$ cat src/keypad_debounce_repeat_longpress_core_macros.svh
// assertion macros for the keypad debounce core
`ifndef KEYPAD_DEBOUNCE_REPEAT_LONGPRESS_CORE_MACROS_SVH
`define KEYPAD_DEBOUNCE_REPEAT_LONGPRESS_CORE_MACROS_SVH

// same-cycle implication, off during reset
`define KDRL_ASSERT_IMP(label, clk, rst_n, ante, cons, msg) \
    label: assert property (@(posedge clk) disable iff (!rst_n) (ante) |-> (cons)) \
        else $error(msg);

// next-cycle implication, off during reset
`define KDRL_ASSERT_NXT(label, clk, rst_n, ante, cons, msg) \
    label: assert property (@(posedge clk) disable iff (!rst_n) (ante) |=> (cons)) \
        else $error(msg);

`endif

$ cat src/kdrl_pkg.sv
// shared types and constants for the keypad debounce core
package kdrl_pkg;

    localparam int BUTTONS = 10;
    localparam int FIELD_W = 10;
    localparam int TIME_W  = 32;
    localparam int CFG_W   = 16;
    localparam int CIDX_W  = 3;
    localparam int IDX_W   = (BUTTONS > 1) ? $clog2(BUTTONS) : 1;

    typedef logic [FIELD_W-1:0] t_field;
    typedef logic [TIME_W-1:0]  t_time;
    typedef logic [CFG_W-1:0]   t_cfg;
    typedef logic [IDX_W-1:0]   t_idx;

    // register indexes
    localparam logic [CIDX_W-1:0] REG_DEBOUNCE   = 3'd0;
    localparam logic [CIDX_W-1:0] REG_LONG_PRESS = 3'd1;
    localparam logic [CIDX_W-1:0] REG_REP_DELAY  = 3'd2;
    localparam logic [CIDX_W-1:0] REG_REP_RATE   = 3'd3;
    localparam logic [CIDX_W-1:0] REG_REP_MASK   = 3'd4;
    localparam logic [CIDX_W-1:0] REG_LONG_MASK  = 3'd5;

    // register reset values
    localparam t_cfg   DEF_DEBOUNCE   = 16'd50;
    localparam t_cfg   DEF_LONG_PRESS = 16'd1500;
    localparam t_cfg   DEF_REP_DELAY  = 16'd600;
    localparam t_cfg   DEF_REP_RATE   = 16'd150;
    localparam t_field DEF_REP_MASK   = 10'd3;
    localparam t_field DEF_LONG_MASK  = 10'd256;

    // per-button state word
    typedef struct packed {
        logic  last_raw;
        t_time settle_start;
        logic  held;
        t_time press_start;
        t_time next_repeat;
        logic  suppressed;
    } t_entry;

    localparam int ENTRY_W = $bits(t_entry);

endpackage

$ cat src/keypad_debounce_repeat_longpress_core.sv
// keypad debounce with auto-repeat and long-press detection, top level
//
//  channel  direction  handshake                 payload
//  in       sink       i_in_valid / o_in_stall   i_raw_levels, i_now_ms
//  out      source     o_out_valid / i_out_stall o_click_pulses, o_long_press_pulses,
//                                                o_held_mask
//  cfg      sink       i_cfg_valid / o_cfg_ready i_cfg_index, i_cfg_data
//
//  a tick visits the state ram one button per cycle through its registered read,
//  and no new tick is accepted until the finished one leaves the done state
//  a tick is accepted while the previous result still waits in the output register
//  reset clears per-button valid flags at once, a never-written entry reads as zero
//  a stalled output holds the finished tick until the output register frees up
`include "keypad_debounce_repeat_longpress_core_macros.svh"

module keypad_debounce_repeat_longpress_core (
    input  logic                         i_clk,
    input  logic                         i_rst_n,
    input  logic                         i_in_valid,
    output logic                         o_in_stall,
    input  kdrl_pkg::t_field             i_raw_levels,
    input  kdrl_pkg::t_time              i_now_ms,
    output logic                         o_out_valid,
    input  logic                         i_out_stall,
    output kdrl_pkg::t_field             o_click_pulses,
    output kdrl_pkg::t_field             o_long_press_pulses,
    output kdrl_pkg::t_field             o_held_mask,
    input  logic                         i_cfg_valid,
    output logic                         o_cfg_ready,
    input  logic [kdrl_pkg::CIDX_W-1:0]  i_cfg_index,
    input  kdrl_pkg::t_cfg               i_cfg_data
);

    localparam logic [1:0] S_IDLE = 2'd0;
    localparam logic [1:0] S_RUN  = 2'd1;
    localparam logic [1:0] S_DONE = 2'd2;

    localparam kdrl_pkg::t_idx LAST_IDX = kdrl_pkg::t_idx'(kdrl_pkg::BUTTONS - 1);

    logic [1:0]       r_state, n_state;
    logic             r_issue, n_issue;
    kdrl_pkg::t_idx   r_rd_idx, n_rd_idx;
    logic             r_proc_vld, n_proc_vld;
    kdrl_pkg::t_idx   r_proc_idx, n_proc_idx;
    logic             r_rd_ok, n_rd_ok;
    logic [kdrl_pkg::BUTTONS-1:0] r_valid, n_valid;

    kdrl_pkg::t_field r_raw, n_raw;
    kdrl_pkg::t_time  r_now, n_now;
    kdrl_pkg::t_field r_acc_click, n_acc_click;
    kdrl_pkg::t_field r_acc_long, n_acc_long;
    kdrl_pkg::t_field r_acc_held, n_acc_held;

    logic             r_out_valid, n_out_valid;
    kdrl_pkg::t_field r_out_click, n_out_click;
    kdrl_pkg::t_field r_out_long, n_out_long;
    kdrl_pkg::t_field r_out_held, n_out_held;

    kdrl_pkg::t_cfg   r_debounce, n_debounce;
    kdrl_pkg::t_cfg   r_long_ms, n_long_ms;
    kdrl_pkg::t_cfg   r_rep_delay, n_rep_delay;
    kdrl_pkg::t_cfg   r_rep_rate, n_rep_rate;
    kdrl_pkg::t_field r_rep_mask, n_rep_mask;
    kdrl_pkg::t_field r_long_mask, n_long_mask;

    logic [kdrl_pkg::ENTRY_W-1:0] ram_rdata;
    logic [kdrl_pkg::ENTRY_W-1:0] ram_wdata;
    kdrl_pkg::t_entry cur_e, upd_e;
    kdrl_pkg::t_field bit_oh;
    logic             level, rep_en, long_en;
    logic             fire_click, fire_long;
    kdrl_pkg::t_time  settle_el, rep_diff, press_el;
    logic             in_acc, cfg_wr, out_load;

    kdrl_ram #(
        .WIDTH (kdrl_pkg::ENTRY_W),
        .DEPTH (kdrl_pkg::BUTTONS)
    ) u_state_ram (
        .i_clk   (i_clk),
        .i_we    (r_proc_vld),
        .i_waddr (r_proc_idx),
        .i_wdata (ram_wdata),
        .i_raddr (r_rd_idx),
        .o_rdata (ram_rdata)
    );

    assign in_acc      = i_in_valid && !o_in_stall;
    assign cfg_wr      = i_cfg_valid && o_cfg_ready;
    assign out_load    = (r_state == S_DONE) && (!r_out_valid || !i_out_stall);
    assign o_in_stall  = (r_state != S_IDLE);
    assign o_cfg_ready = 1'b1;

    // per-button update
    always_comb begin
        cur_e      = r_rd_ok ? kdrl_pkg::t_entry'(ram_rdata) : '0;
        bit_oh     = kdrl_pkg::t_field'(1) << r_proc_idx;
        level      = |(r_raw & bit_oh);
        rep_en     = |(r_rep_mask & bit_oh);
        long_en    = |(r_long_mask & bit_oh);
        fire_click = 1'b0;
        fire_long  = 1'b0;
        upd_e      = cur_e;
        if (level != cur_e.last_raw) begin
            upd_e.settle_start = r_now;
            upd_e.last_raw     = level;
        end
        settle_el = r_now - upd_e.settle_start;
        rep_diff  = r_now - upd_e.next_repeat;
        press_el  = r_now - upd_e.press_start;
        if (settle_el > kdrl_pkg::t_time'(r_debounce)) begin
            if (!level) begin
                if (!upd_e.held) begin
                    upd_e.held        = 1'b1;
                    upd_e.press_start = r_now;
                    upd_e.next_repeat = r_now + kdrl_pkg::t_time'(r_rep_delay);
                    upd_e.suppressed  = 1'b0;
                end else begin
                    if (rep_en && (rep_diff != '0) && !rep_diff[kdrl_pkg::TIME_W-1]) begin
                        fire_click        = 1'b1;
                        upd_e.next_repeat = r_now + kdrl_pkg::t_time'(r_rep_rate);
                        upd_e.suppressed  = 1'b1;
                    end
                    if (long_en && !upd_e.suppressed &&
                        (press_el > kdrl_pkg::t_time'(r_long_ms))) begin
                        fire_long        = 1'b1;
                        upd_e.suppressed = 1'b1;
                    end
                end
            end else if (upd_e.held) begin
                upd_e.held = 1'b0;
                if (!upd_e.suppressed) begin
                    fire_click = 1'b1;
                end
            end
        end
        ram_wdata = upd_e;
    end

    always_comb begin
        n_state     = r_state;
        n_issue     = r_issue;
        n_rd_idx    = r_rd_idx;
        n_proc_vld  = 1'b0;
        n_proc_idx  = r_proc_idx;
        n_rd_ok     = r_rd_ok;
        n_valid     = r_valid;
        n_raw       = r_raw;
        n_now       = r_now;
        n_acc_click = r_acc_click;
        n_acc_long  = r_acc_long;
        n_acc_held  = r_acc_held;
        n_out_valid = r_out_valid && i_out_stall;
        n_out_click = r_out_click;
        n_out_long  = r_out_long;
        n_out_held  = r_out_held;
        n_debounce  = r_debounce;
        n_long_ms   = r_long_ms;
        n_rep_delay = r_rep_delay;
        n_rep_rate  = r_rep_rate;
        n_rep_mask  = r_rep_mask;
        n_long_mask = r_long_mask;

        if (cfg_wr) begin
            case (i_cfg_index)
                kdrl_pkg::REG_DEBOUNCE:   n_debounce  = i_cfg_data;
                kdrl_pkg::REG_LONG_PRESS: n_long_ms   = i_cfg_data;
                kdrl_pkg::REG_REP_DELAY:  n_rep_delay = i_cfg_data;
                kdrl_pkg::REG_REP_RATE:   n_rep_rate  = i_cfg_data;
                kdrl_pkg::REG_REP_MASK:   n_rep_mask  = i_cfg_data[kdrl_pkg::FIELD_W-1:0];
                kdrl_pkg::REG_LONG_MASK:  n_long_mask = i_cfg_data[kdrl_pkg::FIELD_W-1:0];
                default: ;
            endcase
        end

        case (r_state)
            S_IDLE: begin
                if (in_acc) begin
                    n_raw       = i_raw_levels;
                    n_now       = i_now_ms;
                    n_acc_click = '0;
                    n_acc_long  = '0;
                    n_acc_held  = '0;
                    n_rd_idx    = '0;
                    n_issue     = 1'b1;
                    n_state     = S_RUN;
                end
            end
            S_RUN: begin
                if (r_issue) begin
                    n_proc_vld = 1'b1;
                    n_proc_idx = r_rd_idx;
                    n_rd_ok    = r_valid[r_rd_idx];
                    if (r_rd_idx == LAST_IDX) begin
                        n_issue = 1'b0;
                    end else begin
                        n_rd_idx = r_rd_idx + kdrl_pkg::t_idx'(1);
                    end
                end
                if (r_proc_vld) begin
                    n_valid[r_proc_idx] = 1'b1;
                    if (fire_click) begin
                        n_acc_click = r_acc_click | bit_oh;
                    end
                    if (fire_long) begin
                        n_acc_long = r_acc_long | bit_oh;
                    end
                    if (upd_e.held) begin
                        n_acc_held = r_acc_held | bit_oh;
                    end
                    if (r_proc_idx == LAST_IDX) begin
                        n_state = S_DONE;
                    end
                end
            end
            S_DONE: begin
                if (out_load) begin
                    n_out_valid = 1'b1;
                    n_out_click = r_acc_click;
                    n_out_long  = r_acc_long;
                    n_out_held  = r_acc_held;
                    n_state     = S_IDLE;
                end
            end
            default: n_state = S_IDLE;
        endcase
    end

    always_ff @(posedge i_clk) begin
        if (!i_rst_n) begin
            r_state     <= S_IDLE;
            r_issue     <= 1'b0;
            r_rd_idx    <= '0;
            r_proc_vld  <= 1'b0;
            r_proc_idx  <= '0;
            r_rd_ok     <= 1'b0;
            r_valid     <= '0;
            r_out_valid <= 1'b0;
            r_debounce  <= kdrl_pkg::DEF_DEBOUNCE;
            r_long_ms   <= kdrl_pkg::DEF_LONG_PRESS;
            r_rep_delay <= kdrl_pkg::DEF_REP_DELAY;
            r_rep_rate  <= kdrl_pkg::DEF_REP_RATE;
            r_rep_mask  <= kdrl_pkg::DEF_REP_MASK;
            r_long_mask <= kdrl_pkg::DEF_LONG_MASK;
        end else begin
            r_state     <= n_state;
            r_issue     <= n_issue;
            r_rd_idx    <= n_rd_idx;
            r_proc_vld  <= n_proc_vld;
            r_proc_idx  <= n_proc_idx;
            r_rd_ok     <= n_rd_ok;
            r_valid     <= n_valid;
            r_out_valid <= n_out_valid;
            r_debounce  <= n_debounce;
            r_long_ms   <= n_long_ms;
            r_rep_delay <= n_rep_delay;
            r_rep_rate  <= n_rep_rate;
            r_rep_mask  <= n_rep_mask;
            r_long_mask <= n_long_mask;
        end
    end

    always_ff @(posedge i_clk) begin
        r_raw       <= n_raw;
        r_now       <= n_now;
        r_acc_click <= n_acc_click;
        r_acc_long  <= n_acc_long;
        r_acc_held  <= n_acc_held;
        r_out_click <= n_out_click;
        r_out_long  <= n_out_long;
        r_out_held  <= n_out_held;
    end

    assign o_out_valid         = r_out_valid;
    assign o_click_pulses      = r_out_click;
    assign o_long_press_pulses = r_out_long;
    assign o_held_mask         = r_out_held;

    `KDRL_ASSERT_IMP(a_proc_in_run, i_clk, i_rst_n, r_proc_vld || r_issue, r_state == S_RUN, "button visit outside run")
    `KDRL_ASSERT_NXT(a_done_loads, i_clk, i_rst_n, out_load, r_out_valid && r_state == S_IDLE, "finished tick not loaded")
    `KDRL_ASSERT_IMP(a_no_click_and_long, i_clk, i_rst_n, r_out_valid, (r_out_click & r_out_long) == '0, "click and long press on one button")
    `KDRL_ASSERT_NXT(a_last_visit_done, i_clk, i_rst_n, r_proc_vld && r_proc_idx == LAST_IDX, r_state == S_DONE && !r_issue, "run did not end after last button")

endmodule

$ cat src/kdrl_ram.sv
// generic single-port-write, registered-read ram
module kdrl_ram #(
    parameter int WIDTH = 8,
    parameter int DEPTH = 16
) (
    input  logic                                      i_clk,
    input  logic                                      i_we,
    input  logic [((DEPTH > 1) ? $clog2(DEPTH) : 1)-1:0] i_waddr,
    input  logic [WIDTH-1:0]                          i_wdata,
    input  logic [((DEPTH > 1) ? $clog2(DEPTH) : 1)-1:0] i_raddr,
    output logic [WIDTH-1:0]                          o_rdata
);

    logic [WIDTH-1:0] r_mem [DEPTH];
    logic [WIDTH-1:0] r_rdata;

    always_ff @(posedge i_clk) begin
        if (i_we) begin
            r_mem[i_waddr] <= i_wdata;
        end
        r_rdata <= r_mem[i_raddr];
    end

    assign o_rdata = r_rdata;

endmodule

$ cat config.mk
export PLATFORM = sky130hd
export DESIGN_NAME = keypad_debounce_repeat_longpress_core
export DESIGN_NICKNAME = d
export VERILOG_FILES = /design/src/kdrl_pkg.sv /design/src/keypad_debounce_repeat_longpress_core.sv /design/src/kdrl_ram.sv
export VERILOG_INCLUDE_DIRS = /design/src /design/src/src
export SDC_FILE = /design/constraint.sdc
export NUM_CORES = 2
export LEC_CHECK = 0
export CAP_MARGIN = 0
export CORE_MARGIN = 1.5
export CORE_UTILIZATION = 45
export CTS_BUF_LIST = sky130_fd_sc_hd__clkbuf_4 sky130_fd_sc_hd__clkbuf_8
export DETAILED_ROUTE_END_ITERATION = 7
export DONT_BUFFER_PORTS = 1
export HOLD_SLACK_MARGIN = 0.08
export PLACE_DENSITY = 0.72
export SLEW_MARGIN = 40
export SYNTH_ARGS = -nofsm -noshare
export SYNTH_HDL_FRONTEND = slang
export SYNTH_SLANG_ARGS = --single-unit
$ cat constraint.sdc
create_clock -name i_clk -period 6.6 [get_ports i_clk]
set_clock_uncertainty 0.2 [all_clocks]
set_input_delay 0 -clock i_clk [delete_from_list [all_inputs] [get_ports i_clk]]
set_output_delay 0 -clock i_clk [all_outputs]
set_load 0.05 [all_outputs]
# After elaboration in Yosys (flattened, before gate mapping)

Memory sizes are Yosys's and may differ from the RTL's. A register that Yosys moved wholly into a read port is not among the register bits.
Index checks and enable logic that the tools add are counted.

Magnitude comparators: 5
Add/sub/neg operators: 6
Muxes and demuxes: 54
Bitwise operators: 7
Shift-type cells: 1
Reduce and logical (&&, ||, !) cells: 39
Equality and inequality tests: 19

Operators by type and width:

| cell                                                | number |
|---|---|
| 2-to-1 mux 33 bit                                   | 6 |
| 2-to-1 mux 99 bit                                   | 1 |
| subtractor 32 bit                                   | 3 |
| 2-to-1 mux 10 bit                                   | 7 |
| 2-to-1 mux 66 bit                                   | 1 |
| 2-to-1 mux 65 bit                                   | 1 |
| adder 32 x 16 -> 32 bit                             | 2 |
| greater-than comparator 32 x 16 -> 1 bit            | 2 |
| case mux 10 bit (2 select lines)                    | 3 |
| bitwise OR 10 bit                                   | 4 |
| 2-to-1 mux 32 bit                                   | 1 |
| nonzero test 32 bit                                 | 1 |
| bitwise AND 10 bit                                  | 3 |
| OR reduction 10 bit                                 | 3 |
| AND reduction 2 bit                                 | 12 |
| 2-to-1 mux 1 bit                                    | 22 |
| AND reduction 4 bit                                 | 5 |
| != test 2 bit (second input constant)               | 8 |
| 2-to-1 mux 4 bit                                    | 3 |
| < comparator 4 x 5 -> 1 bit (second input constant) | 2 |
| left shift 1 x 4 -> 10 bit (first input constant)   | 1 |
| equality test 4 bit (second input constant)         | 2 |
| logical AND 1 bit                                   | 8 |
| 2-to-1 mux 2 bit                                    | 4 |
| 19 further kinds                                    | 26 |

Word-level logic and storage cells: 154
Register bits after elaboration: 210
Input port bits: 66
Memories: 1
RAM bits: 990

Memories:

| name              | words | bits a word | read ports | clocked after memory_dff | write ports | line           | source |
|---|---|---|---|---|---|---|---|
| u_state_ram.r_mem | 10    | 99          | 1          | 1                        | 1           | kdrl_ram.sv:14 | `logic [WIDTH-1:0] r_mem [DEPTH];` |

# Logic depth before layout (Yosys ltp)

Word-level depth: 19
Gate-level depth with buffers: 37
Mapped depth without buffers: 31

# Cells and area by module

From an unflattened synthesis, not the netlist that was laid out.

Cell total of the unflattened synthesis: 4,566
Area, all modules: 60,021.3 µm²

By module, submodules not included:

| module                                | sequential area each (µm²) | instances | cells each | area each (µm²) |
|---|---|---|---|---|
| kdrl_ram                              | 31,710.4                   | 1         | 2,119      | 40,931.8 |
| keypad_debounce_repeat_longpress_core | 5,225.0                    | 1         | 2,447      | 19,089.6 |

# Worst setup path after synthesis

No wires, ideal clock.

Path kind: register -> register
Start: register r_proc_idx[1]
End: register r_acc_long[0] (enable)
Path buffers: 6
Setup time: 380 ps
Arrival: 6,622 ps
Cell stages (with the launch flop): 37
Clock period less this slack: 7,203 ps
Path slack: -603 ps
Cell sequence: dfxtp_1 -> buf_2 -> mux2i_1 -> nor2_1 -> or3_4 -> o21ai_4 -> nand2_1 -> clkbuf_1 -> clkbuf_1 -> o21ai_0 -> ha_1 -> inv_1 -> ha_1 -> buf_1 -> inv_1 -> nand2b_1 -> a2111oi_0 -> a31oi_1 -> nand2b_1 -> or2_2 -> xnor2_1 -> ha_1 -> nand4_1 -> nor3b_1 -> nand3_1 -> nor2_1 -> o22ai_1 -> and4_1 -> o311a_1 -> o211a_1 -> o2111ai_1 -> nor4_4 -> a21oi_1 -> buf_6 -> buf_4 -> nand3_1 -> a21oi_1

Elaborated cells between the ends (all ways): 26
Those cells by class: 1 x add/sub; 1 x order compare; 2 x eq/ne; 1 x shift; 9 x mux; 3 x bitwise; 9 x reduce/logical

RTL lines:

| element                                  | line                                         | source |
|---|---|---|
| from (decl)                              | keypad_debounce_repeat_longpress_core.sv:44  | `kdrl_pkg::t_idx r_proc_idx, n_proc_idx;` |
| from (signal assigned)                   | keypad_debounce_repeat_longpress_core.sv:249 | `r_proc_idx <= n_proc_idx;` |
| left shift 1 x 4 -> 10 bit               | keypad_debounce_repeat_longpress_core.sv:96  | `bit_oh = kdrl_pkg::t_field'(1) << r_proc_idx;` |
| bitwise AND 10 bit                       | keypad_debounce_repeat_longpress_core.sv:97  | `level = \|(r_raw & bit_oh);` |
| OR reduction 10 bit                      | keypad_debounce_repeat_longpress_core.sv:97  |  |
| != test 1 bit                            | keypad_debounce_repeat_longpress_core.sv:103 | `if (level != cur_e.last_raw) begin` |
| 2-to-1 mux 33 bit                        | keypad_debounce_repeat_longpress_core.sv:103 |  |
| via ram_wdata (one bit)                  | keypad_debounce_repeat_longpress_core.sv:67  | `logic [kdrl_pkg::ENTRY_W-1:0] ram_wdata;` |
| subtractor 32 bit                        | keypad_debounce_repeat_longpress_core.sv:107 | `settle_el = r_now - upd_e.settle_start;` |
| greater-than comparator 32 x 16 -> 1 bit | keypad_debounce_repeat_longpress_core.sv:110 | `if (settle_el > kdrl_pkg::t_time'(r_debounce)) begin` |
| 2-to-1 mux 1 bit                         | keypad_debounce_repeat_longpress_core.sv:110 |  |
| != test 2 bit (no line)                  | -                                            |  |
| AND reduction 4 bit (no line)            | -                                            |  |
| to (signal assigned)                     | keypad_debounce_repeat_longpress_core.sv:266 | `r_acc_long <= n_acc_long;` |
| to (decl)                                | keypad_debounce_repeat_longpress_core.sv:51  | `kdrl_pkg::t_field r_acc_long, n_acc_long;` |

The timed path passes the listed nets, and every way through them passes these cells. The select of a mux whose other input is x is not followed.
A chain may end at the register's enable or synchronous reset.

# Final worst setup path

Start: register r_proc_idx[1]
End: memory u_state_ram.r_mem[3][23] (netlist bit) (data pin)

Elaborated cells between the ends (all ways): 18
Those cells by class: 1 x add/sub; 1 x order compare; 1 x eq/ne; 1 x shift; 8 x mux; 2 x bitwise; 4 x reduce/logical

RTL lines:

| element                                  | line |
|---|---|
| left shift 1 x 4 -> 10 bit               | keypad_debounce_repeat_longpress_core.sv:96 |
| bitwise AND 10 bit                       | keypad_debounce_repeat_longpress_core.sv:97 |
| OR reduction 10 bit                      | keypad_debounce_repeat_longpress_core.sv:97 |
| != test 1 bit                            | keypad_debounce_repeat_longpress_core.sv:103 |
| 2-to-1 mux 33 bit                        | keypad_debounce_repeat_longpress_core.sv:103 |
| via ram_wdata (one bit)                  | keypad_debounce_repeat_longpress_core.sv:67 |
| subtractor 32 bit                        | keypad_debounce_repeat_longpress_core.sv:107 |
| greater-than comparator 32 x 16 -> 1 bit | keypad_debounce_repeat_longpress_core.sv:110 |
| 2-to-1 mux 66 bit                        | keypad_debounce_repeat_longpress_core.sv:110 |
| via ram_wdata (one bit)                  | keypad_debounce_repeat_longpress_core.sv:67 |
| to (decl)                                | kdrl_ram.sv:14 |

The timed path passes the listed nets, and every way through them passes these cells. The select of a mux whose other input is x is not followed.

==> impl_metrics.yaml <==
timing:
  worst_slack_ps: 82.4
  slew_headroom: 0.255
  setup_viol: 0
  finalMaxSlewViolations: 0
  tightest_slew_ps: 1120
  fmax_ghz: 0.153
  fin_crit_sh: 0.988
  grt_setup_unrepaired: "true"
  period_minus_slack_ps: 6520
  whs_ps: 150
  hold_viol: 0
layout:
  fin_util: 0.539
  drive_above_1_share: 0.206
  nNetsFinal: 4903
  final_common_cell: "edfxtp_1"
  layout_common_cells: "edfxtp_1 (1,092), nand2_1 (428), a21oi_1 (249), clkbuf_8 (240), mux4_2 (200)"
  fillers: 10140
  area_growth_pct: 19.1
power_and_ir_drop:
  power.density_mw_per_mm2: 261
  ir_worst_vdd_mv: 0.208
  p_leak_uw: 0.0236
setup_path:
  slowest_delay_ps: 430
  critical_path_class: "reg -> reg"
  r2r_cells: 32
  cp_common_cell: "buf_12"
  arrival_ps: 7010
  cp-end-kind: "flip-flop"
  r2r_start: "r_proc_idx[1]"
  crit_required_ps: 7090
  slowest_stage: "or3_4"
  rrSetupSlack_ps: 80
  crit_path_start_kind: "flip-flop"
  crit_fanout: 8
  timing.rr.end: "u_state_ram.r_mem[3][23]"
  crit_start: "r_proc_idx[1]"
min_path:
  worstHoldStart: "i_raw_levels[0]"
  hp-class: "in -> reg"
  hold_depth: 2
  min_to: "r_raw[0]"
global_routing:
  grt_max_degree: 131
  grt_first_pass_wirelength_um: 239000
  grt_antenna_before_repair: 8
  grt_pass1_vias: 38028
  grtUsageTotal: 0.241
  grt-ovfl-total: 0
drt:
  drc: 0
  drtAntennaViolNets: 0
  routed_wl_um: 165000
  dr.pass1.iters: 6
  vias_per_cell: 5.98
  vias: 39505
  drt_iter0_drc: 4605
  post_drt_wl_per_cell_um: 24.9
run_status:
  status: "complete, no violations"
floorplan:
  ioPinCount: 99
  dieArea_mm2: 0.132
  num_rows: 132
  coreArea_mm2: 0.129
  die_h_um: 364
  start_util: 0.453
  die_w_um: 364
yosys:
  synth-main-ff-cell: "edfxtp_1"
  synthArstFlopShare: 0
  syn_nets: 4490
  synthCells: 4271
  avgSynthCellArea_um2: 13.7
  ys_ff_latch: 1299
  ys_warn_count: 0
  synth_cell_type_count: 102
  synth_edf_count: 1092
  seq_area_frac_synth: 0.631
  syn_area_mm2: 0.0585
cts:
  clock-sinks: 1299
  numCtsBuffers: 199
  root_buffer: "clkbuf_8"
  clk_latency_ps: 900
  cts_buffer_depth: 3
  cts_tree: "built"
  cts_max_level: 4
  cts.clk_slew.worst_paths_ps: 70
placement:
  post-place-ws_ps: -443
  io_buffers: 0
  place_hpwl_um: 97200
  place_congestion: 0.983
flow_run:
  cap_violations: 0
where the power goes:
part | switching [uW] | leakage [uW] | internal, uW
clock network | 3190 | 0.00231 | 3940
registers | 98.2 | 0.0117 | 9040
logic | 1110 | 0.00958 | 793
registers in the layout (all words and copies together), names as in the netlist, 2 cells and up:
signal	count
r_acc_long	10
u_state_ram.r_mem	990
r_now	32
r_raw	10
r_rep_rate	16
u_state_ram.o_rdata	99
r_acc_held	10
o_click_pulses	10
o_long_press_pulses	10
r_state	2
r_debounce	16
r_proc_idx	4
r_rep_delay	16
o_held_mask	10
r_acc_click	10
r_long_mask	10
r_long_ms	16
r_rep_mask	10
r_rd_idx	4
r_valid	10
metal layers:
metal | routed length (um) | vias to the layer above | GRT usage
met2 | 77100 | 2060 | 0.383
li1 | - | 17328 | -
met1 | 66600 | 19763 | 0.330
met3 | 14700 | 352 | 0.0415
met5 | 13 | - | 0
met4 | 6300 | 2 | 0.0991
timing repair:
item / in CTS / in global routing
hold buffers: 191 / 0
endpoints found under the hold margin: 252 / 0
cloned: 0 / 24
endpoints found under the setup margin: 670 / 690
setup buffers: 12 / 22
pin swaps: 6 / 46
resized for setup: 37 / 149
worst max-delay path by stage:
| stage | endpoint | depth (start not counted) |
|---|---|---|
| 2_1_floorplan | u_state_ram.r_mem[0][3] | 35 |
| 3_3_place_gp | u_state_ram.r_mem[2][42] | 28 |
| 3_5_place_dp | u_state_ram.r_mem[1][42] | 28 |
| 4_1_cts | u_state_ram.r_mem[2][46] | 32 |
| 5_1_grt | u_state_ram.r_mem[8][26] | 34 |
| 6_report | u_state_ram.r_mem[3][23] | 32 |
logic make-up (layout without fill, tap and decap cells):
| family | count (synthesis) | after routing | synth area share |
|---|---|---|---|
| AO/OA/AOI/OAI | 924 | 939 | 0.106 |
| XOR/XNOR | 89 | 89 | 0.0133 |
| adder cells (fa/ha/maj) | 154 | 154 | 0.0334 |
| buffers and inverters | 344 | 916 | 0.0233 |
| flip-flops | 1299 | 1299 | 0.631 |
| multiplexers | 333 | 334 | 0.0998 |
| other | 1 | 10 | 0.0000641 |
| AND/OR/NAND/NOR | 1127 | 1127 | 0.0936 |
synth_stat cells (51+ instances only):
cell type  instances  share of area
inv_1            102         0.0065
a211oi_1         114          0.015
nor2b_1          139          0.015
nand2_1          434          0.028
mux2i_1          129          0.022
nor2_1           194          0.012
nand3_1           90         0.0077
ha_1             149          0.032
xnor2_1           56         0.0084
mux4_2           200          0.077
a21oi_1          275          0.024
dfxtp_1          207          0.071
clkbuf_1         173          0.011
a21o_1            67         0.0086
o21ai_0          122          0.010
and2_1            51         0.0055
edfxtp_1        1092           0.56
a21boi_0          78          0.010
area by class of cell:
class                      count  area, um2  share of cell area
sequential                  1299      37000               0.530
multi-input combinational   2644      21400               0.307
timing repair buffer         438       4400              0.0632
clock buffer                 309       3820              0.0548
tap                         1742       2180              0.0313
clock inverter                67        526             0.00754
inverter                     102        393             0.00564
antenna                        9       22.5            0.000323
per-stage QoR:
step / total power, uW / area [um2] / instances / TNS, ps
after global placement: 10800 / 61700 / 5971 / -67240
after CTS: 18000 / 68400 / 6553 / 0
after detailed placement: 10900 / 61800 / 5974 / -142350
after floorplan: 10300 / 58700 / 4271 / 0
final: 18200 / 69700 / 6610 / 0
after global routing: 18700 / 69700 / 6607 / -27540
critical path, delay by kind of cell (launching register included):
kind,cells,cell delay (ps)
compound gates,11,2170
simple gates,11,1980
buf+inv,5,650
fa+ha+maj,3,630
flops,1,380
mux,1,240
xor+xnor,1,60
Note: power is estimated with default switching activity, not from simulation.
